File: src/sv/owtr_pkg.sv
// Shared types and constants for the 1-Wire temperature reader.
// No dependencies.
package owtr_pkg;

    localparam int COUNT_BITS = 10;
    localparam int REG_BITS   = 10;
    localparam int LIM_BITS   = (COUNT_BITS > REG_BITS) ? COUNT_BITS : REG_BITS;
    localparam int NUM_REGS   = 7;
    localparam logic [COUNT_BITS-1:0] CNT_MAX = '1;

    localparam logic [2:0] REG_RESET_LOW     = 3'd0;
    localparam logic [2:0] REG_PRESENCE_WAIT = 3'd1;
    localparam logic [2:0] REG_RESET_RECOVER = 3'd2;
    localparam logic [2:0] REG_SLOT_START    = 3'd3;
    localparam logic [2:0] REG_WRITE_SLOT    = 3'd4;
    localparam logic [2:0] REG_READ_SAMPLE   = 3'd5;
    localparam logic [2:0] REG_READ_RECOVER  = 3'd6;

    localparam logic [REG_BITS-1:0] DEF_RESET_LOW     = 10'd430;
    localparam logic [REG_BITS-1:0] DEF_PRESENCE_WAIT = 10'd60;
    localparam logic [REG_BITS-1:0] DEF_RESET_RECOVER = 10'd420;
    localparam logic [REG_BITS-1:0] DEF_SLOT_START    = 10'd1;
    localparam logic [REG_BITS-1:0] DEF_WRITE_SLOT    = 10'd50;
    localparam logic [REG_BITS-1:0] DEF_READ_SAMPLE   = 10'd10;
    localparam logic [REG_BITS-1:0] DEF_READ_RECOVER  = 10'd40;

    localparam logic [7:0] ROM_SKIP     = 8'hCC;
    localparam logic [7:0] FN_CONVERT   = 8'h44;
    localparam logic [7:0] FN_READ_PAD  = 8'hBE;

    typedef enum logic [2:0] {
        PH_IDLE   = 3'd0,
        PH_RLOW   = 3'd1,
        PH_RWAIT  = 3'd2,
        PH_RREC   = 3'd3,
        PH_SLOT   = 3'd4,
        PH_WHOLD  = 3'd5,
        PH_SAMPLE = 3'd6,
        PH_SREC   = 3'd7
    } phase_t;

    typedef enum logic [2:0] {
        CMD_NONE    = 3'd0,
        CMD_RESET   = 3'd1,
        CMD_WRITE   = 3'd2,
        CMD_READ    = 3'd3,
        CMD_BIT     = 3'd4,
        CMD_MEASURE = 3'd5
    } cmd_t;

    typedef enum logic [3:0] {
        SEQ_IDLE  = 4'd0,
        SEQ_RST1  = 4'd1,
        SEQ_SKIP1 = 4'd2,
        SEQ_CONV  = 4'd3,
        SEQ_POLL  = 4'd4,
        SEQ_RST2  = 4'd5,
        SEQ_SKIP2 = 4'd6,
        SEQ_RDPAD = 4'd7,
        SEQ_LSB   = 4'd8,
        SEQ_MSB   = 4'd9,
        SEQ_RST3  = 4'd10
    } seq_t;

endpackage

File: src/sv/onewire_master_temp_reader.sv
// 1-Wire bus master with temperature measurement sequence, top level.
// Depends on owtr_pkg.
//
// Each input word is one microsecond tick carrying the sampled bus level; an
// action of 1 to 5 starts a command and that word is its first tick. A word
// is taken each clock cycle unless the output stalls and yields exactly one
// registered result word; the output register lets a new word in while the
// previous one is taken. Timing is set by the seven slot registers on the
// write port, which the user must load only while no command runs; the block
// does not enforce this. A command given while one runs is dropped and flagged.
module onewire_master_temp_reader (
    input  logic        aclk,
    input  logic        aresetn,
    input  logic        s_tvalid,
    output logic        s_tready,
    input  logic [15:0] s_tdata,   // data_byte[7:0], line_level[8], zero pad
    input  logic [2:0]  s_tuser,   // action[2:0]
    output logic        m_tvalid,
    input  logic        m_tready,
    output logic [23:0] m_tdata,   // drive_low[0], busy_res[1], done_res[2],
                                   // presence[3], read_data[19:4], rejected[20]
    input  logic        cfg_we,
    input  logic [2:0]  cfg_index,
    input  logic [9:0]  cfg_wdata
);
    import owtr_pkg::*;

    logic [REG_BITS-1:0]   cfg_reg [NUM_REGS];
    phase_t                phase_reg, phase_next;
    logic [COUNT_BITS-1:0] cnt_reg, cnt_next;
    logic [2:0]            bit_reg, bit_next;
    logic [7:0]            shift_reg, shift_next;
    seq_t                  seq_reg, seq_next;
    logic [15:0]           temp_reg, temp_next;
    logic                  pres_reg, pres_next;
    cmd_t                  cmd_reg, cmd_next;
    logic                  m_valid_reg;
    logic [23:0]           m_data_reg, m_data_next;

    logic                  accept;
    logic [2:0]            action;
    logic [7:0]            data_byte;
    logic                  line;
    logic                  drive, done, rej, ended, reads, byte_op;
    logic [15:0]           result;
    logic [REG_BITS-1:0]   lim_raw;
    logic [LIM_BITS-1:0]   lim_w;
    logic [COUNT_BITS-1:0] lim;

    assign action    = s_tuser;
    assign data_byte = s_tdata[7:0];
    assign line      = s_tdata[8];
    assign s_tready  = !m_valid_reg || m_tready;
    assign accept    = s_tvalid && s_tready;
    assign m_tvalid  = m_valid_reg;
    assign m_tdata   = m_data_reg;

    always_ff @(posedge aclk) begin
        if (!aresetn) begin
            cfg_reg[REG_RESET_LOW]     <= DEF_RESET_LOW;
            cfg_reg[REG_PRESENCE_WAIT] <= DEF_PRESENCE_WAIT;
            cfg_reg[REG_RESET_RECOVER] <= DEF_RESET_RECOVER;
            cfg_reg[REG_SLOT_START]    <= DEF_SLOT_START;
            cfg_reg[REG_WRITE_SLOT]    <= DEF_WRITE_SLOT;
            cfg_reg[REG_READ_SAMPLE]   <= DEF_READ_SAMPLE;
            cfg_reg[REG_READ_RECOVER]  <= DEF_READ_RECOVER;
        end else if (cfg_we && (32'(cfg_index) < NUM_REGS)) begin
            cfg_reg[cfg_index] <= cfg_wdata;
        end
    end

    always_ff @(posedge aclk) begin
        if (!aresetn) begin
            phase_reg   <= PH_IDLE;
            cnt_reg     <= '0;
            bit_reg     <= '0;
            shift_reg   <= '0;
            seq_reg     <= SEQ_IDLE;
            temp_reg    <= '0;
            pres_reg    <= 1'b0;
            cmd_reg     <= CMD_NONE;
            m_valid_reg <= 1'b0;
        end else begin
            if (accept) begin
                phase_reg <= phase_next;
                cnt_reg   <= cnt_next;
                bit_reg   <= bit_next;
                shift_reg <= shift_next;
                seq_reg   <= seq_next;
                temp_reg  <= temp_next;
                pres_reg  <= pres_next;
                cmd_reg   <= cmd_next;
            end
            if (accept) begin
                m_valid_reg <= 1'b1;
            end else if (m_tready) begin
                m_valid_reg <= 1'b0;
            end
        end
    end

    always_ff @(posedge aclk) begin
        if (accept) begin
            m_data_reg <= m_data_next;
        end
    end

    always_comb begin
        phase_next = phase_reg;
        cnt_next   = cnt_reg;
        bit_next   = bit_reg;
        shift_next = shift_reg;
        seq_next   = seq_reg;
        temp_next  = temp_reg;
        pres_next  = pres_reg;
        cmd_next   = cmd_reg;
        drive      = 1'b0;
        done       = 1'b0;
        rej        = 1'b0;
        ended      = 1'b0;
        result     = '0;
        lim_raw    = '0;
        reads      = 1'b0;
        byte_op    = 1'b0;

        // command start
        if (action >= 3'd1 && action <= 3'd5) begin
            if (cmd_reg != CMD_NONE) begin
                rej = 1'b1;
            end else begin
                cmd_next = cmd_t'(action);
                cnt_next = '0;
                unique case (cmd_t'(action))
                    CMD_RESET: phase_next = PH_RLOW;
                    CMD_WRITE: begin
                        shift_next = data_byte;
                        bit_next   = '0;
                        phase_next = PH_SLOT;
                    end
                    CMD_READ: begin
                        shift_next = '0;
                        bit_next   = '0;
                        phase_next = PH_SLOT;
                    end
                    CMD_BIT: begin
                        shift_next = '0;
                        phase_next = PH_SLOT;
                    end
                    default: begin
                        seq_next   = SEQ_RST1;
                        temp_next  = '0;
                        phase_next = PH_RLOW;
                    end
                endcase
            end
        end

        // slot timing
        unique case (phase_next)
            PH_RLOW:   lim_raw = cfg_reg[REG_RESET_LOW];
            PH_RWAIT:  lim_raw = cfg_reg[REG_PRESENCE_WAIT];
            PH_RREC:   lim_raw = cfg_reg[REG_RESET_RECOVER];
            PH_SLOT:   lim_raw = cfg_reg[REG_SLOT_START];
            PH_WHOLD:  lim_raw = cfg_reg[REG_WRITE_SLOT];
            PH_SAMPLE: lim_raw = cfg_reg[REG_READ_SAMPLE];
            PH_SREC:   lim_raw = cfg_reg[REG_READ_RECOVER];
            default:   lim_raw = '0;
        endcase
        lim_w = LIM_BITS'(lim_raw);
        if (lim_w == '0) lim_w = LIM_BITS'(1);
        if (lim_w > LIM_BITS'(CNT_MAX)) lim_w = LIM_BITS'(CNT_MAX);
        lim = lim_w[COUNT_BITS-1:0];

        reads = (cmd_next == CMD_READ) || (cmd_next == CMD_BIT) ||
                ((cmd_next == CMD_MEASURE) &&
                 (seq_next == SEQ_POLL || seq_next == SEQ_LSB || seq_next == SEQ_MSB));

        if (cmd_next != CMD_NONE && phase_next != PH_IDLE) begin
            drive = (phase_next == PH_RLOW) || (phase_next == PH_SLOT) ||
                    ((phase_next == PH_WHOLD) && !shift_next[0]);
            if (cnt_next != CNT_MAX) cnt_next = cnt_next + 1'b1;
            if (cnt_next >= lim) begin
                unique case (phase_next)
                    PH_RLOW: begin
                        phase_next = PH_RWAIT;
                        cnt_next   = '0;
                    end
                    PH_RWAIT: begin
                        pres_next  = !line;
                        phase_next = PH_RREC;
                        cnt_next   = '0;
                    end
                    PH_SLOT: begin
                        phase_next = reads ? PH_SAMPLE : PH_WHOLD;
                        cnt_next   = '0;
                    end
                    PH_WHOLD: begin
                        shift_next = {1'b0, shift_next[7:1]};
                        phase_next = PH_IDLE;
                        cnt_next   = '0;
                        ended      = 1'b1;
                    end
                    PH_SAMPLE: begin
                        shift_next = {line, shift_next[7:1]};
                        phase_next = PH_SREC;
                        cnt_next   = '0;
                    end
                    default: begin
                        phase_next = PH_IDLE;
                        cnt_next   = '0;
                        ended      = 1'b1;
                    end
                endcase
            end
        end

        // slot or reset finished
        if (ended) begin
            byte_op = (cmd_next == CMD_WRITE) || (cmd_next == CMD_READ) ||
                      ((cmd_next == CMD_MEASURE) &&
                       (seq_next == SEQ_SKIP1 || seq_next == SEQ_CONV ||
                        seq_next == SEQ_SKIP2 || seq_next == SEQ_RDPAD ||
                        seq_next == SEQ_LSB   || seq_next == SEQ_MSB));
            if (byte_op && bit_next != 3'd7) begin
                bit_next   = bit_next + 1'b1;
                phase_next = PH_SLOT;
                cnt_next   = '0;
            end else if (cmd_next == CMD_RESET || cmd_next == CMD_WRITE) begin
                done = 1'b1;
            end else if (cmd_next == CMD_READ) begin
                done   = 1'b1;
                result = {8'd0, shift_next};
            end else if (cmd_next == CMD_BIT) begin
                done   = 1'b1;
                result = {15'd0, shift_next[7]};
            end else begin
                cnt_next = '0;
                unique case (seq_next)
                    SEQ_RST1: begin
                        seq_next   = SEQ_SKIP1;
                        shift_next = ROM_SKIP;
                        bit_next   = '0;
                        phase_next = PH_SLOT;
                    end
                    SEQ_SKIP1: begin
                        seq_next   = SEQ_CONV;
                        shift_next = FN_CONVERT;
                        bit_next   = '0;
                        phase_next = PH_SLOT;
                    end
                    SEQ_CONV: begin
                        seq_next   = SEQ_POLL;
                        shift_next = '0;
                        phase_next = PH_SLOT;
                    end
                    SEQ_POLL: begin
                        if (shift_next[7]) begin
                            seq_next   = SEQ_RST2;
                            phase_next = PH_RLOW;
                        end else begin
                            shift_next = '0;
                            phase_next = PH_SLOT;
                        end
                    end
                    SEQ_RST2: begin
                        seq_next   = SEQ_SKIP2;
                        shift_next = ROM_SKIP;
                        bit_next   = '0;
                        phase_next = PH_SLOT;
                    end
                    SEQ_SKIP2: begin
                        seq_next   = SEQ_RDPAD;
                        shift_next = FN_READ_PAD;
                        bit_next   = '0;
                        phase_next = PH_SLOT;
                    end
                    SEQ_RDPAD: begin
                        seq_next   = SEQ_LSB;
                        shift_next = '0;
                        bit_next   = '0;
                        phase_next = PH_SLOT;
                    end
                    SEQ_LSB: begin
                        temp_next  = {8'd0, shift_next};
                        seq_next   = SEQ_MSB;
                        shift_next = '0;
                        bit_next   = '0;
                        phase_next = PH_SLOT;
                    end
                    SEQ_MSB: begin
                        temp_next  = {shift_next, temp_next[7:0]};
                        seq_next   = SEQ_RST3;
                        phase_next = PH_RLOW;
                    end
                    default: begin
                        done   = 1'b1;
                        result = temp_next;
                    end
                endcase
            end
            if (done) begin
                cmd_next   = CMD_NONE;
                seq_next   = SEQ_IDLE;
                phase_next = PH_IDLE;
                cnt_next   = '0;
            end
        end

        m_data_next = {3'd0, rej, result, pres_next, done, (cmd_next != CMD_NONE), drive};
    end

`ifndef ASSERT_OFF
    a_idle_phase: assert property (@(posedge aclk) disable iff (!aresetn)
        cmd_reg == CMD_NONE |-> phase_reg == PH_IDLE)
        else $error("bus phase active without a command");

    a_seq_measure: assert property (@(posedge aclk) disable iff (!aresetn)
        seq_reg != SEQ_IDLE |-> cmd_reg == CMD_MEASURE)
        else $error("sequence step outside measure");

    a_data_on_done: assert property (@(posedge aclk) disable iff (!aresetn)
        m_valid_reg && !m_data_reg[2] |-> m_data_reg[19:4] == 16'd0)
        else $error("read data without done");

    a_drive_busy: assert property (@(posedge aclk) disable iff (!aresetn)
        m_valid_reg && m_data_reg[0] |-> m_data_reg[1] || m_data_reg[2])
        else $error("bus driven with no command");

    a_done_clears: assert property (@(posedge aclk) disable iff (!aresetn)
        accept && done |=> cmd_reg == CMD_NONE)
        else $error("command still held after done");
`endif

endmodule

File: config.mk
export PLATFORM = sky130hd
export DESIGN_NAME = onewire_master_temp_reader
export DESIGN_NICKNAME = d
export VERILOG_FILES = /design/src/sv/owtr_pkg.sv /design/src/sv/onewire_master_temp_reader.sv
export SDC_FILE = /design/constraint.sdc
export NUM_CORES = 1
export LEC_CHECK = 0
export BUFFER_PORTS_ARGS = -buffer_cell sky130_fd_sc_hd__buf_2
export CORE_MARGIN = 2
export CORE_UTILIZATION = 50
export DETAILED_ROUTE_END_ITERATION = 7
export HOLD_SLACK_MARGIN = 0.05
export PLACE_DENSITY = 0.68
export SLEW_MARGIN = 15
export SYNTH_ARGS = -nofsm -noshare
export SYNTH_HDL_FRONTEND = slang
export SYNTH_SLANG_ARGS = --single-unit
File: constraint.sdc
create_clock -name aclk -period 6.3 [get_ports aclk]
set_input_delay 0 -clock aclk [delete_from_list [all_inputs] [get_ports aclk]]
set_output_delay 0 -clock aclk [all_outputs]
set_load 0.1 [all_outputs]
==> impl_metrics.tcl, run 1 <==
set metrics [dict create \
    finalMaxSlewViolations 0 \
    timing_worst_setup_path_type "flop to flop" \
    synth_compound_area_share_pct 21.0 \
    fin_cells 1020 \
    clock_tree.root_cell "clkbuf_16" \
    rsz0062_at_grt "no" \
    dr_wl_met3_microns 1320 \
    drtAntennaViolNets 0 \
    overflow 0 \
    cp_cell_sequence "a2111oi_2, nand2_1, o2111a_1, a222oi_1, nand2_1, a21oi_1, and2_1, a41o_1, ha_1, nor2_1, a21oi_1, o41ai_1, a21oi_2, a211oi_1, nor2_1, a311o_1, o21ai_1" \
    grt_pass1_wl_microns 31300 \
    synthCells 765 \
    dieArea_sq_mm 0.0158 \
    placementRows 44 \
    power_uw 2350 \
    num_vias 6310 \
    cts_sinks 140 \
    antenna_found_initial 0 \
    synth-seq-cells 140 \
    start_util_pct 51.0 \
    max_slew_margin_pct 34.0 \
    first_pass_iters 6 \
    tightest_slew_ns 0.983 \
    highest_layer "met4" \
    nNetsFinal 873 \
    met1_length_microns 7980 \
    fin_crit_sh_pct 90.9 \
    hold_class "primary input to flop" \
    cts_tree "built" \
    pwr_density_cell_mw_per_mm2 276 \
    synthTopCellsByCount "nand2_1 (107), edfxtp_1 (81), nor2_1 (74)" \
    yosys-top-cells-area "edfxtp_1 (33%), dfxtp_1 (16%), nand2_1 (5.4%), nor2_1 (3.8%), ha_1 (2.2%)" \
    io_pins 63 \
    dp_slack_ns 0.611 \
    path_buf_inv 0 \
    wire_per_inst_microns 19.2 \
    clk_path_buf_depth 2 \
    core-area_sq_mm 0.0145 \
    synth-simple-area-share_pct 21.6 \
    power.leakage_uw 0.00312 \
    grt_pass1_vias 6051 \
    drt_iter0_drc 785 \
    cpPeakStageDelay_ns 0.69 \
    synthArstFlopShare_pct 0 \
    syn_area_sq_mm 0.00739 \
    synth_top_cell_by_area "edfxtp_1" \
    cp.arrival_ns 6.07 \
    syn_avg_cell_area_sq_um 9.66 \
    ys_types 82 \
    finalClockSkew_ns 0.00859 \
    grt_usage_pct 24.9 \
    startpoint_type "flop" \
    yosys.area.top_type_share_pct 32.9 \
    synth_top_family_by_area "simple AND/OR/NAND/NOR gates" \
    die_x_microns 126 \
    vdd_drop_max_mv 0.223 \
    worstPathMaxFanout 15 \
    largest_reg_flops 70 \
    grt_max_degree 58 \
    maxCapViolations 0 \
    fin_ws_ns 0.574 \
    hold_violations 0 \
    n_antenna_cell 0 \
    viasPerCell 6.19 \
    synth_edf_count 81 \
    ys_warn_count 0 \
    synth.mux.area_fraction_pct 1.27 \
    place.gp.congestion 0.895 \
    crit_path_end_kind "flop" \
    layout-drive-gt1-share_pct 14.8 \
    ys_seq_area_share_pct 48.9 \
    cts_buffers 17 \
    status "finished, final reports clean" \
    dp_hpwl_microns 13300 \
    port_buffers 52 \
    drt_drc_violations_left 0 \
    setup_viol 0 \
    cts.htree.levels 4 \
    wl_met2_microns 9760 \
    die_h_microns 126 \
    synth_top_flop_cell "edfxtp_1" \
    clk_latency_ns 0.42 \
    finalWirelength_microns 19600 \
    fin_crit_ns 5.73 \
    dpl.cell_count 970 \
    synthXorXnorAreaFrac_pct 1.19 \
    nFillCells 1243 \
    cts.clk_slew.worst_paths_ns 0.06 \
    slowest_stage "o41ai_1" \
    syn2layout_area_growth_pct 15.3 \
    yosysMostFrequentCell "nand2_1" \
    setup_tns_ns 0 \
    fmax_mhz 175 \
    synth_adder_area_share_pct 2.20 \
    cpLargestDelayFamily "compound AO/OA/AOI/OAI gates" \
    critPathRequiredTime_ns 6.64 \
]
tightest hold or removal path: stages:
cell and delay, ns:
buf_2 0.14, nand2b_1 0.11, nor2_1 0.08, nand2_1 0.07
what timing repair did:
item	4_1_cts	5_1_grt
hold buffers	14	0
gates resized for setup	0	0
endpoints found under the hold margin	55	0
setup buffers	0	4
setup endpoints to repair	0	3
cell type report:
cell class	instances	area, sq um	area share, %
well taps	184	230	2.70
clock buffers	23	479	5.62
inverters	26	97.6	1.15
repair buffers	80	505	5.93
clock inverters	9	86.3	1.01
multi-input cells	558	3510	41.2
flip-flops and latches	140	3610	42.4
path summary, 6_finish.rpt:
| check | slack, ns | endpoint | cells past startpoint | startpoint |
|---|---|---|---|---|
| max | 0.57 | seq_reg[0] | 17 | cmd_reg[2] |
| min | 0.09 | cfg_reg[4][5] | 4 | cfg_index[2] |
| max reg2reg | 0.57 | seq_reg[0] | 17 | cmd_reg[2] |
| min reg2reg | 0.46 | bit_reg[2] | 1 | bit_reg[2] |
per-stage QoR:
stage | util (%) | hold WS, ns | cell area (sq um)
after floorplan | - | 0.124 | 7400
after global placement | 53.7 | 0.227 | 7780
after detailed placement | 53.7 | 0.235 | 7780
after CTS | 58.6 | 0.0542 | 8480
after global routing | 58.8 | 0.103 | 8520
final | 58.8 | 0.0855 | 8520
cell families after synthesis:
group / count (synthesis)
AO/OA/AOI/OAI: 207
XOR/XNOR: 10
adder cells (fa/ha/maj): 13
buffers and inverters: 69
flip-flops: 140
multiplexers: 8
other: 1
AND/OR/NAND/NOR: 317
power breakdown:
group	leakage (uW)	internal, uW	switching (uW)	total, uW
combinational	0.00158	104	248	352
clock	0.000263	578	393	970
sequential	0.00127	1010	21.6	1030
total	0.00312	1690	662	2350
placed cells by master (no fill, tap or decap), types with 14 or more instances in the layout:
cell type      count
nand3_1           21
o21ai_0           29
nor2b_1           19
dlygate4sd3_1     14
buf_2             52
and2_1            14
dfxtp_1           59
inv_1             25
a21boi_0          18
a22oi_1           21
nor2_1            74
a21oi_1           30
buf_4             14
nand2_1          107
a22o_1            17
clkbuf_16         18
edfxtp_1          81
routing by layer:
layer  GRT usage [%]  up-vias
met2            42.4      267
met4            9.35        0
met1            31.4     3024
met3            5.13       48
li1                -     2971
met5               0        -
No activity file was read; power rests on OpenSTA's default activity.
==> run 2: changes to the inputs <==
--- a/config.mk
+++ b/config.mk
@@ -7,10 +7,10 @@
 export LEC_CHECK = 0
 export BUFFER_PORTS_ARGS = -buffer_cell sky130_fd_sc_hd__buf_2
 export CORE_MARGIN = 2
-export CORE_UTILIZATION = 50
+export CORE_UTILIZATION = 60
 export DETAILED_ROUTE_END_ITERATION = 7
 export HOLD_SLACK_MARGIN = 0.05
-export PLACE_DENSITY = 0.68
+export PLACE_DENSITY = 0.79
 export SLEW_MARGIN = 15
 export SYNTH_ARGS = -nofsm -noshare
 export SYNTH_HDL_FRONTEND = slang
==> run 2 against run 1 <==
Hold slack worse by 0.0092 ns. First-iteration DRC count is 7.4% lower. Register-to-register slack got worse by 0.20 ns. Non-clock buffer count shrank 4. Critical endpoint is now temp_reg[11]. Largest power group unchanged. Highest routed layer unchanged.
==> impl_metrics.tcl, run 2 (synthesis gave the netlist of run 1 again) <==
set metrics [dict create \
    vdd_drop_max_mv 0.210 \
    multi_input_area_sq_mm 0.00351 \
    die_x_microns 115 \
    finalWirelength_microns 20000 \
    worstPathMaxFanout 15 \
    worst-path-stages 20 \
    syn2layout_area_growth_pct 14.8 \
    final_cell_mix "nand2_1 (107), edfxtp_1 (81), nor2_1 (74)" \
    dp_hpwl_microns 13100 \
    startpoint_type "flop" \
    finalClockSkew_ns 0.00951 \
    path_buf_inv 2 \
    crit_path_end_kind "flop" \
    start_util_pct 61.5 \
    cts_buffers 17 \
    grt_max_degree 58 \
    finalMaxSlewViolations 0 \
    setup_viol 0 \
    cts.clk_slew.worst_paths_ns 0.06 \
    dpl.cell_count 932 \
    rrSetupSlack_ns 0.37 \
    slowest_stage "a2111oi_2" \
    first_pass_iters 5 \
    cp.arrival_ns 6.30 \
    grt_usage_pct 31.5 \
    hold_violations 0 \
    holdPathEnd "cfg_reg[0][1]" \
    place.gp.congestion 0.906 \
    cts_setup_buffers 0 \
    cpLargestDelayFamily "simple AND/OR/NAND/NOR gates" \
    clk_path_buf_depth 2 \
    cp_cell_sequence "a2111oi_2, nand2_1, nand2_1, inv_1, ha_1, inv_1, nor3_1, nand3_1, nor3b_2, and4_1, xnor2_1, ha_1, nand2_1, a21oi_1, o41ai_1, a21oi_2, nand3_2, or2_1, nor3_2, a22o_1" \
    clk_latency_ns 0.44 \
    regArea_sq_mm 0.00361 \
    hold_class "primary input to flop" \
    ctsResizeCount 0 \
    regToRegStartpoint "cmd_reg[2]" \
    timing_worst_setup_path_type "flop to flop" \
    pwr_density_cell_mw_per_mm2 284 \
    grt_pass1_wl_microns 31900 \
    viasPerCell 6.59 \
    clock_tree.root_cell "clkbuf_16" \
    drt_drc_violations_left 0 \
    status "finished, final reports clean" \
    nFillCells 890 \
    cts_sinks 140 \
    drt_iter0_drc 727 \
    fmax_mhz 169 \
    wire_per_inst_microns 20.5 \
    fin_cells 979 \
    cts.htree.levels 4 \
    io_pins 63 \
    port_buffers 52 \
    largest_reg_flops 70 \
    fin_crit_sh_pct 94.1 \
    cp_common_cell "nand2_1" \
    ctsHoldBuffers 15 \
    rsz0062_at_grt "no" \
    tightest_slew_ns 0.950 \
    grt_pass1_vias 6284 \
    num_vias 6455 \
    overflow 0 \
    mostFrequentLayoutCell "nand2_1" \
    drtAntennaViolNets 0 \
    antenna_found_initial 0 \
    dieArea_sq_mm 0.0132 \
    setup_tns_ns 0 \
    power.leakage_uw 0.00313 \
    min_delay_path_depth 3 \
    cpPeakStageDelay_ns 0.64 \
    nNetsFinal 869 \
    fin_crit_ns 5.93 \
    n_antenna_cell 0 \
    r2r-end "temp_reg[11]" \
    hold_start "cfg_index[2]" \
    cts_tree "built" \
    placementRows 40 \
    core-area_sq_mm 0.0120 \
    die_h_microns 115 \
    maxCapViolations 0 \
    max_slew_margin_pct 36.6 \
    r2r_cells 20 \
    layout-drive-gt1-share_pct 14.8 \
    critPathRequiredTime_ns 6.67 \
]
run 2: power breakdown:
part           switching (uW)  internal, uW
sequential               22.1          1010
clock                     411           614
combinational             252           105
run 2: cell type report:
cell class                 instances  area share, %
clock buffer                      19           5.35
clock inverter                    13           1.77
inverter                          26           1.15
multi-input combinational        558           41.3
sequential                       140           42.6
tap                              147           2.17
timing repair buffer              76           5.63
run 2: metal layers:
metal	global-route usage, %	up-vias	routed length, microns
li1	-	2968	-
met1	37.8	3064	7500
met2	53.1	351	10200
met3	7.17	72	1630
met4	16.8	0	701
met5	0	-	0
run 2: worst register-to-register path, delay by kind of cell (launching register included):
| family | cells | cell delay (ns) |
|---|---|---|
| simple gates | 10 | 2.88 |
| buf+inv | 2 | 0.22 |
| fa+ha+maj | 2 | 0.55 |
| flops | 1 | 0.46 |
| xor+xnor | 1 | 0.10 |
| compound gates | 5 | 1.67 |
run 2: worst max-delay path by stage:
stage	slack (ns)	end	start
after floorplan	1.80	m_tdata[6]	cmd_reg[0]
after global placement	0.84	temp_reg[13]	cmd_reg[2]
after detailed placement	0.58	shift_reg[7]	cmd_reg[2]
after CTS	0.55	seq_reg[0]	cmd_reg[2]
after global routing	0.01	temp_reg[14]	cmd_reg[2]
final	0.37	temp_reg[11]	cmd_reg[2]
run 2: stage by stage:
step                      setup WS [ns]  instance area [sq um]  total power [uW]  hold WS, ns  utilization, %
after global routing             0.0139                   8490              2480       0.0910            70.6
final                             0.370                   8490              2410       0.0764            70.6
after global placement            0.837                   7720              1380        0.229            64.3
after CTS                         0.548                   8480              2410       0.0502            70.6
after detailed placement          0.576                   7720              1390        0.239            64.3
after floorplan                    1.80                   7400              1300        0.124               -
==> run 3: changes to the inputs <==
--- a/config.mk
+++ b/config.mk
@@ -5,10 +5,10 @@
 export SDC_FILE = /design/constraint.sdc
 export NUM_CORES = 1
 export LEC_CHECK = 0
-export BUFFER_PORTS_ARGS = -buffer_cell sky130_fd_sc_hd__buf_2
 export CORE_MARGIN = 2
-export CORE_UTILIZATION = 60
+export CORE_UTILIZATION = 64
 export DETAILED_ROUTE_END_ITERATION = 7
+export DONT_BUFFER_PORTS = 1
 export HOLD_SLACK_MARGIN = 0.05
 export PLACE_DENSITY = 0.79
 export SLEW_MARGIN = 15
==> run 3 against run 2 <==
Global-route usage fell by 0.65 points. Via count down 5.5%. Power down 2.9%. Clock skew about the same. Critical path depth did not move. Cell area fell by 1.9%. Register-to-register slack better by 0.097 ns. Combinational power is 23% lower. Critical path type unchanged. Critical endpoint is now temp_reg[4]. Largest cell class unchanged.
==> impl_metrics.tcl, run 3 (synthesis gave the netlist of run 1 again) <==
set metrics [dict create \
    r2r-end "temp_reg[4]" \
    maxCapViolations 0 \
    viasPerCell 6.52 \
    max_slew_margin_pct 26.8 \
    startpoint_type "flop" \
    drt_drc_violations_left 0 \
    core-area_sq_mm 0.0113 \
    layout-drive-gt1-share_pct 8.45 \
    place.gp.congestion 0.890 \
    grt_usage_pct 30.9 \
    critPathRequiredTime_ns 6.61 \
    drtAntennaViolNets 0 \
    port_buffers 0 \
    start_util_pct 65.3 \
    finalMaxSlewViolations 0 \
    cp.arrival_ns 6.14 \
    hold_start "cfg_index[0]" \
    rsz0062_at_grt "no" \
    grt_max_degree 51 \
    cts_sinks 140 \
    die_x_microns 111 \
    setup_viol 0 \
    cts.htree.levels 4 \
    first_pass_iters 5 \
    rrSetupSlack_ns 0.47 \
    power.leakage_uw 0.00296 \
    io_pins 63 \
    mostFrequentLayoutCell "nand2_1" \
    r2r_cells 20 \
    fin_crit_ns 5.83 \
    num_vias 6103 \
    vdd_drop_max_mv 0.278 \
    fmax_mhz 171 \
    n_antenna_cell 0 \
    worstPathMaxFanout 15 \
    tightest_slew_ns 1.09 \
    grt_pass1_wl_microns 30300 \
    placementRows 39 \
    clk_latency_ns 0.43 \
    crit_path_end_kind "flop" \
    drt_iter0_drc 582 \
    clk_path_buf_depth 2 \
    overflow 0 \
    cts_tree "built" \
    finalWirelength_microns 18700 \
    clock_tree.root_cell "clkbuf_16" \
    setup_tns_ns 0 \
    hold_class "primary input to flop" \
    holdPathEnd "cfg_reg[5][4]" \
    regToRegStartpoint "cmd_reg[2]" \
    dp_hpwl_microns 12700 \
    whs_ns 0.0652 \
    status "finished, final reports clean" \
    pwr_density_cell_mw_per_mm2 282 \
    final_cell_mix "nand2_1 (106), edfxtp_1 (81), nor2_1 (74)" \
    min_delay_path_depth 3 \
    die_h_microns 111 \
    hold_violations 0 \
    dieArea_sq_mm 0.0124 \
    timing_worst_setup_path_type "flop to flop" \
    cts_buffers 17 \
    nNetsFinal 830 \
    antenna_found_initial 1 \
    finalClockSkew_ns 0.00996 \
    syn2layout_area_growth_pct 12.7 \
    fin_crit_sh_pct 92.6 \
    grt_pass1_vias 6052 \
    largest_reg_flops 70 \
    cts.clk_slew.worst_paths_ns 0.06 \
    wire_per_inst_microns 20.0 \
]
run 3: critical path: stages (launching register included):
cell	delay, ns
dfxtp_1	0.46
a2111oi_2	0.65
nand2_2	0.30
nand2_1	0.23
inv_1	0.09
ha_1	0.24
inv_1	0.13
nor3_1	0.07
nand3_1	0.28
nor3b_2	0.37
and4_1	0.29
xnor2_1	0.09
ha_1	0.30
nand2_1	0.06
a21oi_1	0.13
o41ai_1	0.16
a21o_1	0.26
nor3_4	0.42
mux2_4	0.36
dlygate4sd3_1	0.60
a32o_1	0.23
run 3: report_power, final:
group          internal [uW]  switching (uW)
Combinational           98.4             178
Sequential              1010            80.1
Clock                    592             386
run 3: final cells by class:
class / instances / area (sq um)
timing repair buffer: 37 / 363
fill: 805 / 2990
multi-input combinational: 558 / 3500
tap: 143 / 179
clock buffer: 21 / 450
sequential: 140 / 3610
clock inverter: 11 / 119
inverter: 26 / 97.6
run 3: layer usage:
metal	track usage, %	part of all wire, %	wire (microns)
met2	54.8	52	9700
met3	6.70	7.3	1370
met1	36.3	38	7190
met5	0	0	0
met4	13.2	2.6	485
run 3: timing repair:
action / CTS / global route
buffers inserted: 0 / 0
endpoints found under the hold margin: 128 / 0
setup endpoints to repair: 0 / 2
hold buffers: 30 / 0
gates resized for setup: 0 / 1
run 3: worst max-delay path by stage:
| stage | from | to | slack (ns) | cells past startpoint |
|---|---|---|---|---|
| after global placement | cmd_reg[2] | temp_reg[13] | 0.87 | 20 |
| after CTS | cmd_reg[2] | temp_reg[4] | 0.42 | 20 |
| after global routing | cmd_reg[2] | temp_reg[4] | 0.06 | 20 |
| after floorplan | cmd_reg[0] | m_tdata[6] | 1.80 | 22 |
| final | cmd_reg[2] | temp_reg[4] | 0.47 | 20 |
| after detailed placement | cmd_reg[2] | temp_reg[9] | 0.60 | 20 |
run 3: per-stage QoR:
stage / total power, uW / cells / setup slack (ns) / area (sq um) / util (%)
floorplan: 1300 / 767 / 1.80 / 7400 / -
global placement: 1350 / 874 / 0.869 / 7440 / 65.8
detailed placement: 1360 / 874 / 0.599 / 7440 / 65.8
CTS: 2340 / 936 / 0.423 / 8320 / 73.5
global route: 2420 / 936 / 0.0611 / 8330 / 73.6
finish: 2340 / 936 / 0.467 / 8330 / 73.6
